--- src/hw/rtl/lf2d_pkg.sv ---
// Package: shared constants and types for the legacy float to double converter.
`timescale 1ns / 1ps
package lf2d_pkg;
  localparam int unsigned RawW   = 48;
  localparam int unsigned DblW   = 64;
  localparam int unsigned FracW  = 27;
  localparam int unsigned PosW   = 5;
  localparam int unsigned BexpW  = 11;
  localparam int unsigned AddrW  = 3;

  typedef enum logic {
    FMT_B2_36  = 1'b0,
    FMT_B16_32 = 1'b1
  } src_fmt_e;

  localparam logic [AddrW-1:0] RegSrcFmt = 3'd0;

  // Unpacked source operand: sign, fraction (no hidden bit) and unbiased scale
  typedef struct packed {
    logic              sign;
    logic [FracW-1:0]  frac;
    logic signed [10:0] scale;
  } operand_t;
endpackage

--- src/hw/rtl/legacy_float_to_ieee_double_top.sv ---
// Converter with one item per cycle while the skid stage is empty: an input register,
// combinational unpack and leading-one normalise logic and an output register; a new result
// waits in a skid stage while the output stalls. A word passes the input register and then the
// output register. source_format (0: 36-bit base-2, 1: 32-bit base-16) is at APB address 0 and
// should be written only while no word is in flight.
`timescale 1ns / 1ps
module legacy_float_to_ieee_double_top (
  input  logic                        clk_i,
  input  logic                        rst_ni,
  input  logic                        s_axis_tvalid,
  output logic                        s_axis_tready,
  input  logic [lf2d_pkg::RawW-1:0]   s_axis_tdata,  // [47:0] raw_word
  output logic                        m_axis_tvalid,
  input  logic                        m_axis_tready,
  output logic [lf2d_pkg::DblW-1:0]   m_axis_tdata,  // [63:0] ieee_double
  input  logic                        psel,
  input  logic                        penable,
  input  logic                        pwrite,
  input  logic [lf2d_pkg::AddrW-1:0]  paddr,
  input  logic [31:0]                 pwdata,
  output logic [31:0]                 prdata,
  output logic                        pready
);
  import lf2d_pkg::*;

  src_fmt_e            fmt_q;
  logic                in_vld_q, out_vld_q, skid_vld_q;
  logic [RawW-1:0]     raw_q;
  logic [DblW-1:0]     out_q, skid_q, dbl;
  operand_t            op;

  assign pready = 1'b1;
  assign prdata = (paddr == RegSrcFmt) ? {31'd0, fmt_q} : 32'd0;

  always_ff @(posedge clk_i or negedge rst_ni) begin
    if (!rst_ni) begin
      fmt_q <= FMT_B2_36;
    end else if (psel && penable && pwrite && paddr == RegSrcFmt) begin
      fmt_q <= src_fmt_e'(pwdata[0]);
    end
  end

  lf2d_unpack u_unpack (.raw_i(raw_q), .fmt_i(fmt_q), .op_o(op));
  lf2d_normalise u_norm (.op_i(op), .dbl_o(dbl));

  // Pipeline advances whenever the skid stage is empty
  logic adv;
  assign adv           = !skid_vld_q;
  assign s_axis_tready = adv;
  assign m_axis_tvalid = out_vld_q;
  assign m_axis_tdata  = out_q;

  always_ff @(posedge clk_i or negedge rst_ni) begin
    if (!rst_ni) begin
      in_vld_q   <= 1'b0;
      out_vld_q  <= 1'b0;
      skid_vld_q <= 1'b0;
    end else begin
      if (adv) in_vld_q <= s_axis_tvalid;
      if (out_vld_q && !m_axis_tready) begin
        // hold output; park the incoming result
        if (adv && in_vld_q) skid_vld_q <= 1'b1;
      end else begin
        if (skid_vld_q) begin
          out_vld_q  <= 1'b1;
          skid_vld_q <= 1'b0;
        end else begin
          out_vld_q <= in_vld_q;
        end
      end
    end
  end

  always_ff @(posedge clk_i) begin
    if (adv && s_axis_tvalid) raw_q <= s_axis_tdata;
    if (out_vld_q && !m_axis_tready) begin
      if (adv && in_vld_q) skid_q <= dbl;
    end else begin
      out_q <= skid_vld_q ? skid_q : dbl;
    end
  end
endmodule

--- src/hw/rtl/lf2d_unpack.sv ---
// Unpack a raw word into sign, fraction and scale for either source format.
`timescale 1ns / 1ps
module lf2d_unpack (
  input  logic [lf2d_pkg::RawW-1:0] raw_i,
  input  lf2d_pkg::src_fmt_e        fmt_i,
  output lf2d_pkg::operand_t        op_o
);
  import lf2d_pkg::*;
  logic [35:0] w36;

  always_comb begin
    for (int k = 0; k < 6; k++) begin
      w36[6*k +: 6] = raw_i[8*k +: 6];
    end
    if (fmt_i == FMT_B2_36) begin
      op_o.sign  = w36[35];
      op_o.frac  = w36[26:0];
      // E - 128 - 27
      op_o.scale = $signed({3'b000, w36[34:27]}) - 11'sd155;
    end else begin
      op_o.sign  = raw_i[31];
      op_o.frac  = {3'b000, raw_i[23:0]};
      // 4*(E - 64) - 24
      op_o.scale = $signed({2'b00, raw_i[30:24], 2'b00}) - 11'sd280;
    end
  end
endmodule

--- src/hw/rtl/lf2d_normalise.sv ---
// Normalise a fraction by leading-one search and build the double pattern.
`timescale 1ns / 1ps
module lf2d_normalise (
  input  lf2d_pkg::operand_t        op_i,
  output logic [lf2d_pkg::DblW-1:0] dbl_o
);
  import lf2d_pkg::*;
  logic [PosW-1:0]  pos;
  logic [BexpW-1:0] bexp;
  logic [51:0]      mant;
  logic [FracW-1:0] shifted;

  always_comb begin
    pos = '0;
    for (int i = 0; i < FracW; i++) begin
      if (op_i.frac[i]) pos = PosW'(i);
    end
    bexp    = BexpW'(op_i.scale) + BexpW'(pos) + BexpW'(1023);
    // place the leading one at bit FracW-1, drop it
    shifted = op_i.frac << (PosW'(FracW - 1) - pos);
    mant    = {shifted[FracW-2:0], 26'd0};
    if (op_i.frac == '0) begin
      dbl_o = {op_i.sign, 63'd0};
    end else begin
      dbl_o = {op_i.sign, bexp, mant};
    end
  end
endmodule

--- config.mk ---
export PLATFORM = sky130hd
export DESIGN_NAME = legacy_float_to_ieee_double_top
export DESIGN_NICKNAME = d
export VERILOG_FILES = /design/src/hw/rtl/lf2d_pkg.sv /design/src/hw/rtl/legacy_float_to_ieee_double_top.sv /design/src/hw/rtl/lf2d_unpack.sv /design/src/hw/rtl/lf2d_normalise.sv
export SDC_FILE = /design/constraint.sdc
export NUM_CORES = 1
export LEC_CHECK = 0
export BUFFER_PORTS_ARGS = -buffer_cell sky130_fd_sc_hd__buf_4
export CORE_ASPECT_RATIO = 1.4
export CORE_MARGIN = 4
export CORE_UTILIZATION = 55
export CTS_CLUSTER_DIAMETER = 60
export DETAILED_ROUTE_END_ITERATION = 12
export GPL_ROUTABILITY_DRIVEN = 1
export PLACE_DENSITY = 0.8
export SYNTH_ARGS = -nofsm -noshare
export SYNTH_HDL_FRONTEND = slang
export SYNTH_SLANG_ARGS = --single-unit
export TNS_END_PERCENT = 30
--- constraint.sdc ---
create_clock -name clk_i -period 5.3 [get_ports clk_i]
set_input_delay 0.265 -clock clk_i [delete_from_list [all_inputs] [get_ports clk_i]]
set_output_delay 0.265 -clock clk_i [all_outputs]
set_load 0.005 [all_outputs]
Yosys cells after proc, flatten, opt, wreduce, memory -nomap -nowiden
Index checks and enable logic that the tools add are counted.
W data, S select, Z words.

storage, ports and cells
  word-level logic and storage cells = 58
  flip-flop bits (word level) = 178

operators by class
  eq/ne operators = 1
  add/subtract/negate cells = 5
  shifts and indexed selects = 1
  reductions and logical operators = 11
  muxes and demuxes = 33

operators with widths
  operator                  number
  $mux W64                  1
  $mux W63                  1
  $mux W5                   11
  $mux W39                  1
  $mux W4                   8
  $logic_not A27 Y1         1
  $shl A27 B5 Y26           1
  $mux W3                   4
  $add A11 B10 Y11 const B  1
  $add A11 B5 Y11           1
  $sub A9 B9 Y10 const B    1
  $sub A8 B8 Y9 const B     1
  $logic_and A1 B1 Y1       6
  $mux W1                   5
  $sub A5 B5 Y5 const A     1
  $mux W2                   2
  $logic_not A3 Y1          1
  $logic_not A1 Y1          2
  $ne A2 B1 Y1 const B      1
  $reduce_and A2 Y1         1

Logic depth before layout (Yosys ltp)
Gate-level depths: netlist of the first run.

  depth after elaboration = 32
  gate-level depth with buffers = 23
  gate-level depth less buffers = 19

Hierarchy
From an unflattened synthesis of the first run, not the netlist that was laid out.

second synthesis, totals
  cell total of the unflattened synthesis = 756
  area total of the unflattened synthesis = 9868.2 µm²

modules (own cells, without submodules)
  module                           times used  cells each  seq. area each (µm²)  area an instance (µm²)
  legacy_float_to_ieee_double_top  1           298         5385.2                6506.2
  lf2d_normalise                   1           380         0.0                   2716.4
  lf2d_unpack                      1           78          0.0                   645.6

Least setup slack after synthesis of the first run
OpenSTA, ideal clock, no wires.

  path kind = flip-flop to flip-flop
  start = reg out_vld_q (netlist: m_axis_tvalid)
  end = reg skid_q[26] (enable)
  stages on the path, launching flop included = 3
  data arrival time = 4.153 ns
  required time = 4.811 ns
  library setup time = 0.489 ns
  path slack = 0.659 ns
  period minus slack after synthesis = 4.641 ns
  path through = dfrtp_1 nand2b_1 nor3b_1

between the ends
  cells in the longest elaborated chain, start to end = 2

ends and longest elaborated chain
  element                             line                                   text
  from (decl)                         legacy_float_to_ieee_double_top.sv:27  logic in_vld_q, out_vld_q, skid_vld_q;
  from (signal assigned)              legacy_float_to_ieee_double_top.sv:68  out_vld_q <= in_vld_q;
  $logic_and A1 B1 Y1                 legacy_float_to_ieee_double_top.sv:76  if (out_vld_q && !m_axis_tready) begin
  $reduce_and A2 Y1 (no source line)  --
  to (signal assigned)                legacy_float_to_ieee_double_top.sv:77  if (adv && in_vld_q) skid_q <= dbl;
  to (decl)                           legacy_float_to_ieee_double_top.sv:29  logic [DblW-1:0] out_q, skid_q, dbl;

Every way passes these cells.
A chain may end at the register's enable or synchronous reset.

Final worst setup path of the first run
  start = reg fmt_q
  end = reg out_q[61] (netlist: m_axis_tdata[61]), data pin

between the ends
  cells in the longest elaborated chain, start to end = 26
  elaborated cells between the ends (all ways) = 27
  those cells by class = 2 x add/sub; 24 x mux; 1 x reduce/logical

ends and longest elaborated chain
  element                 line                                   text
  from (decl)             legacy_float_to_ieee_double_top.sv:26  src_fmt_e fmt_q;
  from (signal assigned)  legacy_float_to_ieee_double_top.sv:39  fmt_q <= src_fmt_e'(pwdata[0]);
  $mux W39 *              lf2d_unpack.sv:15                      if (fmt_i == FMT_B2_36) begin
  $mux W3 (2 in series)   lf2d_normalise.sv:16                   if (op_i.frac[i]) pos = PosW'(i);
  $mux W4 (8 in series)   lf2d_normalise.sv:16
  $mux W5 (11 in series)  lf2d_normalise.sv:16
  $add A11 B5 Y11         lf2d_normalise.sv:18                   bexp = BexpW'(op_i.scale) + BexpW'(pos) + BexpW'(1023);
  $add A11 B10 Y11        lf2d_normalise.sv:18
  $mux W63 *              lf2d_normalise.sv:22                   if (op_i.frac == '0) begin
  net dbl[61]             legacy_float_to_ieee_double_top.sv:29
  $mux W64 *              legacy_float_to_ieee_double_top.sv:79  out_q <= skid_vld_q ? skid_q : dbl;
  to (signal assigned)    legacy_float_to_ieee_double_top.sv:79
  to (decl)               legacy_float_to_ieee_double_top.sv:29

Mark *: on every way through the listed nets, which the timed path passes. The rest lies on a longest branch.

==> flow_metrics.env, run 1 <==
export IMPL_run_status="finished clean"
export IMPL_largest_net_degree_at_the_start_of_global_routing=58
export IMPL_power_density_of_the_placed_cells_nw_per_um2=508.4
export IMPL_grt_setup_unrepaired="no"
export IMPL_max_slew_margin_rel=0.2339
export IMPL_grt_overflow_total=0
export IMPL_numCtsBuffers=17
export IMPL_postSynthCellCount=779
export IMPL_gp_routability_congestion=0.9584
export IMPL_global_route_wire_length_before_repair_um=29410
export IMPL_timing_max_cap_violations=0
export IMPL_netlist_top_cells_count="120 x edfxtp_1, 82 x nand2_1, 60 x buf_4"
export IMPL_power_ir_vdd_worst_uv=242.4
export IMPL_worstSkewPairLatency_ns=0.42
export IMPL_ant_nets=0
export IMPL_wl_per_cell_um=17.34
export IMPL_yosys_warnings=0
export IMPL_synthesis_area_um2=8044
export IMPL_die_area_um2=16650
export IMPL_detail_route_vias_per_cell=5.737
export IMPL_fp_dieW_um=110.2
export IMPL_clock_tree_buffer_depth=2
export IMPL_crit_path_end_kind="flop"
export IMPL_initial_utilization=0.5594
export IMPL_syn_to_final_growth_pct=17.41
export IMPL_wl_um=18670
export IMPL_dpl_instance_area_um2=8775
export IMPL_fin_nets=983
export IMPL_cell_type_with_the_highest_aggregate_area_in_the_netlist="edfxtp_1"
export IMPL_num_antenna_cells=0
export IMPL_power_mw=4.802
export IMPL_post_route_drc_count=0
export IMPL_globalRouteTotalUtil=0.2296
export IMPL_max_slew_worst_pin_slew_ns=1.147
export IMPL_rr_worst_depth=20
export IMPL_post_synth_top_area_fraction=0.4480
export IMPL_io_buffer_count=95
export IMPL_detail_route_first_pass_iterations=5
export IMPL_start_kind="flop"
export IMPL_placeableCoreArea_um2=14380
export IMPL_maxSlewViolCount=0
export IMPL_chipHeight_um=151.1
export IMPL_clock_tree_root_cell="clkbuf_16"
export IMPL_h_tree_depth=4
export IMPL_num_io_pins=189
export IMPL_maxClockFrequency_mhz=207.3
export IMPL_post_synth_top_count_cell="edfxtp_1"
export IMPL_detailedPlacementHpwl_um=13940
export IMPL_synth_sequential_area_ratio=0.4604
export IMPL_syn_area_per_cell_um2=10.33
export IMPL_first_global_vias=5763
export IMPL_detailroute_via_count=6179
export IMPL_critical_path_arrival_ns=4.99
export IMPL_timing_rr_end="m_axis_tdata[61]"
export IMPL_worstSetupEndpoint="m_axis_tdata[61]"
export IMPL_finalWorstPathRequiredPeriod_ns=4.824
export IMPL_tritoncts="built"
export IMPL_worst_path_max_fanout=29
export IMPL_critical_path_class="reg -> reg"
export IMPL_layout_drive_gt1_share=0.2309
export IMPL_number_of_flip_flops_and_latches_in_the_synthesized_netlist=124
export IMPL_final_hold_slack_ns=0.01953
export IMPL_async_flop_share=0.03226
export IMPL_total_leakage_power_nw=3.787
export IMPL_regToRegStartpoint="fmt_q"
export IMPL_worst_hold_check_path_type="in -> reg"
export IMPL_setup_viol=0
export IMPL_final_period_utilization=0.9102
export IMPL_final_hold_viol_count=0
export IMPL_sum_of_negative_setup_slack_ns=0
export IMPL_synth_enable_flop_cells=120
export IMPL_netlist_top_cells_area="edfxtp_1 45%, buf_4 5.6%, mux4_2 3.9%"
export IMPL_rows=52
export IMPL_synth_flop_cell="edfxtp_1"
export IMPL_cts_num_sinks=124
export IMPL_startpoint="fmt_q"
export IMPL_worst_clock_skew_ns=0.01066
export IMPL_final_cell_area_um2=9444
export IMPL_timing_critical_path_required_ns=5.46
export IMPL_rrSetupSlack_ns=0.48
export IMPL_clk_pin_slew_worst_paths_ns=0.06
export IMPL_drt_iter0_drc=401
export IMPL_initial_antenna_violation_count=0
export IMPL_synth_distinct_cells=71
metal layers:
metal	wire (µm)	track usage	part of all wire
met1	7649	0.2926	0.41
met2	9265	0.3800	0.50
met3	1100	0.03923	0.059
met4	654	0.1054	0.035
met5	0	0	0
kinds of logic (layout without fill, tap and decap cells):
family / after synthesis / after routing / synth area share
XOR/XNOR: 18 / 18 / 0.01960
AO/OA/AOI/OAI: 197 / 197 / 0.1727
multiplexers: 48 / 48 / 0.08430
flip-flops: 124 / 124 / 0.4604
other: 2 / 58 / 0.0009336
adder cells (fa/ha/maj): 18 / 18 / 0.02893
AND/OR/NAND/NOR: 234 / 234 / 0.1363
buffers and inverters: 138 / 191 / 0.09690
repair_timing:
| item | 4_1_cts | 5_1_grt |
|---|---|---|
| resized for setup | 0 | 0 |
| hold endpoints to repair | 4 | 0 |
| hold buffers | 1 | 0 |
| buffers inserted | 0 | 0 |
per-stage QoR:
| step | util | setup slack [ns] | std cells |
|---|---|---|---|
| after floorplan | - | 0.6588 | 835 |
| after global placement | 0.6103 | 0.5819 | 1044 |
| after detailed placement | 0.6103 | 0.5322 | 1044 |
| after CTS | 0.6568 | 0.4970 | 1077 |
| after global routing | 0.6568 | 0.03279 | 1077 |
| final | 0.6568 | 0.4759 | 1077 |
report_power, final:
part | switching (mW) | total [mW] | internal (mW)
clock network | 0.460 | 1.31 | 0.848
registers | 0.0969 | 1.52 | 1.42
logic | 1.13 | 1.98 | 0.849
state kept, by name, indices dropped and copies added, names as in the netlist:
register	cells
skid_q	38
skid_vld_q	1
raw_q	44
m_axis_tvalid	1
m_axis_tdata	38
in_vld_q	1
fmt_q	1
area by class of cell:
type                       count  area, µm²
multi-input combinational    573       3786
clock buffer                  18      429.2
timing repair buffer         122      918.4
fill                        1180       4935
sequential                   124       3705
clock inverter                14      230.2
inverter                      37      138.9
tap                          189      236.5
critical path, stage by stage, from the launching register on:
cell and delay, ns:
dfrtp_2 0.75, buf_4 0.28, nor3b_1 0.32, o22ai_1 0.14, o211ai_1 0.27, a21oi_1 0.18, o21ai_0 0.15, inv_1 0.08
ha_1 0.29, inv_1 0.04, ha_1 0.21, fa_1 0.41, a21o_1 0.17, a21oi_1 0.21, o21bai_1 0.08, a21oi_1 0.22
o21bai_1 0.09, a21oi_1 0.17, xor2_1 0.15, nor2_1 0.07, mux2_2 0.26
worst min-delay path by stage:
stage,startpoint,endpoint,slack [ns],cells past startpoint
floorplan,rst_ni,fmt_q,-0.03,0
global placement,rst_ni,in_vld_q,0.07,1
detailed placement,rst_ni,in_vld_q,0.07,1
CTS,s_axis_tdata[0],raw_q[0],0.008,1
global route,s_axis_tdata[0],raw_q[0],0.007,1
finish,s_axis_tdata[0],raw_q[0],0.02,1
layout by cell type (no fill, tap or decap), types with 14 or more instances in the layout:
cell       instances
o211ai_1          14
buf_4            121
o31ai_1           23
conb_1            58
nor2_1            58
ha_1              17
o21ai_0           25
mux2i_1           16
nor3_1            19
edfxtp_1         120
mux2_2            18
inv_1             33
mux4_2            14
clkbuf_16         17
nand3_1           18
a21oi_1           29
nand2_1           82
Power figures use the tool's default switching activity.
==> run 2, diff against run 1 <==
BUFFER_PORTS_ARGS = default   (was -buffer_cell sky130_fd_sc_hd__buf_4)
DONT_BUFFER_PORTS = 1   (was default)
PLACE_DENSITY = 0.69   (was 0.8)
==> flow_metrics.env, run 2 (same netlist as run 1, synthesis figures left out) <==
export IMPL_run_status="finished clean"
export IMPL_total_leakage_power_nw=3.487
export IMPL_fin_nets=933
export IMPL_fp_dieW_um=110.2
export IMPL_final_cell_area_um2=9120
export IMPL_detailroute_via_count=6168
export IMPL_max_slew_margin_rel=0.2433
export IMPL_detailedPlacementHpwl_um=15180
export IMPL_global_route_wire_length_before_repair_um=31900
export IMPL_power_ir_vdd_worst_uv=234.0
export IMPL_numCtsBuffers=17
export IMPL_crit_top_cell="a21oi_1"
export IMPL_worst_hold_check_path_type="in -> reg"
export IMPL_hold_path_end="fmt_q"
export IMPL_critical_path_arrival_ns=5.15
export IMPL_die_area_um2=16650
export IMPL_tritoncts="built"
export IMPL_layout_cells_most_common_list="120 x edfxtp_1, 82 x nand2_1, 58 x nor2_1, 58 x conb_1, 46 x dlygate4sd3_1"
export IMPL_grt_setup_unrepaired="no"
export IMPL_gp_routability_congestion=0.9459
export IMPL_hold_depth=2
export IMPL_maxSlewViolCount=0
export IMPL_start_kind="flop"
export IMPL_wl_per_cell_um=20.25
export IMPL_clock_tree_root_cell="clkbuf_16"
export IMPL_final_hold_slack_ns=0.09276
export IMPL_worst_path_max_fanout=28
export IMPL_path_cells="buf_4, nor3b_1, o22ai_1, o211ai_1, a21oi_1, o21ai_0, inv_1, ha_1, inv_1, ha_1, fa_1, a21o_1, a21oi_1, o21bai_1, a21oi_1, o21bai_1, a21oi_1, xor2_1, nor2_1, mux2_2"
export IMPL_post_route_drc_count=0
export IMPL_crit_path_end_kind="flop"
export IMPL_clock_tree_buffer_depth=2
export IMPL_io_buffer_count=0
export IMPL_h_tree_depth=4
export IMPL_rows=52
export IMPL_maxClockFrequency_mhz=200.8
export IMPL_cts_hold_repair_buffers=46
export IMPL_hold_path_startpoint="penable"
export IMPL_final_hold_viol_count=0
export IMPL_post_cts_setup_buffers=0
export IMPL_grt_overflow_total=0
export IMPL_globalRouteTotalUtil=0.2550
export IMPL_power_density_of_the_placed_cells_nw_per_um2=503.4
export IMPL_layout_drive_gt1_share=0.1313
export IMPL_initial_antenna_violation_count=0
export IMPL_max_slew_worst_pin_slew_ns=1.133
export IMPL_timing_rr_end="m_axis_tdata[61]"
export IMPL_timing_critical_path_slowest_cell_delay_ns=0.73
export IMPL_regToRegStartpoint="fmt_q"
export IMPL_top_register_by_number_of_flip_flops="raw_q"
export IMPL_num_io_pins=189
export IMPL_cp_num_buf_inv=3
export IMPL_critical_path_class="reg -> reg"
export IMPL_cts_num_sinks=124
export IMPL_finalWorstPathRequiredPeriod_ns=4.981
export IMPL_dpl_instance_area_um2=8061
export IMPL_worstSkewPairLatency_ns=0.42
export IMPL_largest_reg_flops=44
export IMPL_slowest_library_cell_on_the_worst_path="dfrtp_2"
export IMPL_detail_route_vias_per_cell=6.006
export IMPL_rrSetupSlack_ns=0.32
export IMPL_chipHeight_um=151.1
export IMPL_final_period_utilization=0.9397
export IMPL_clk_pin_slew_worst_paths_ns=0.06
export IMPL_largest_net_degree_at_the_start_of_global_routing=52
export IMPL_ant_nets=0
export IMPL_rr_worst_depth=20
export IMPL_worst_clock_skew_ns=0.01466
export IMPL_wl_um=20790
export IMPL_detail_route_first_pass_iterations=5
export IMPL_placeableCoreArea_um2=14380
export IMPL_syn_to_final_growth_pct=13.38
export IMPL_first_global_vias=5810
export IMPL_timing_max_cap_violations=0
export IMPL_initial_utilization=0.5594
export IMPL_mostFrequentLayoutCell="edfxtp_1"
export IMPL_setup_viol=0
export IMPL_num_antenna_cells=0
export IMPL_drt_iter0_drc=366
export IMPL_final_core_utilization=0.6343
export IMPL_post_cts_repair_resize_count=0
export IMPL_cpLargestDelayFamily="compound AO/OA/AOI/OAI gates"
export IMPL_sum_of_negative_setup_slack_ns=0
export IMPL_timing_critical_path_required_ns=5.47
run 2: report_power, final:
group	switching, mW	leakage, nW	internal [mW]	total (mW)
logic	1.11	1.98	0.708	1.82
clock network	0.508	0.291	0.709	1.22
registers	0.136	1.21	1.42	1.56
run 2: stage by stage:
stage	setup slack [ns]	power [mW]	instances
final	0.3194	4.591	1027
after global routing	0.01613	4.863	1027
after global placement	0.4985	3.312	949
after floorplan	0.6588	2.869	835
after detailed placement	0.3821	3.347	949
after CTS	0.3534	4.593	1027
run 2: worst max-delay path by stage:
stage,from,end,slack (ns),depth (start not counted)
after floorplan,m_axis_tvalid,skid_q[26],0.66,2
after global placement,fmt_q,m_axis_tdata[47],0.50,14
after detailed placement,fmt_q,m_axis_tdata[61],0.38,20
after CTS,fmt_q,m_axis_tdata[61],0.35,20
after global routing,fmt_q,m_axis_tdata[61],0.02,20
final,fmt_q,m_axis_tdata[61],0.32,20
run 2: area by class of cell:
| cell class | count | area (µm²) |
|---|---|---|
| timing repair buffer | 72 | 655.6 |
| clock buffer | 17 | 425.4 |
| inverter | 37 | 138.9 |
| sequential | 124 | 3705 |
| clock inverter | 15 | 172.7 |
| multi-input combinational | 573 | 3786 |
| fill | 1168 | 5259 |
| tap | 189 | 236.5 |
run 2: per-layer routing:
layer | GRT usage | part of all wire | vias to the layer above | routed length, µm
li1 | - | - | 2888 | -
met1 | 0.3279 | 0.42 | 2970 | 8665
met2 | 0.4247 | 0.50 | 271 | 10450
met3 | 0.04051 | 0.048 | 39 | 1007
met4 | 0.1091 | 0.032 | 0 | 670
met5 | 0 | 0 | - | 0
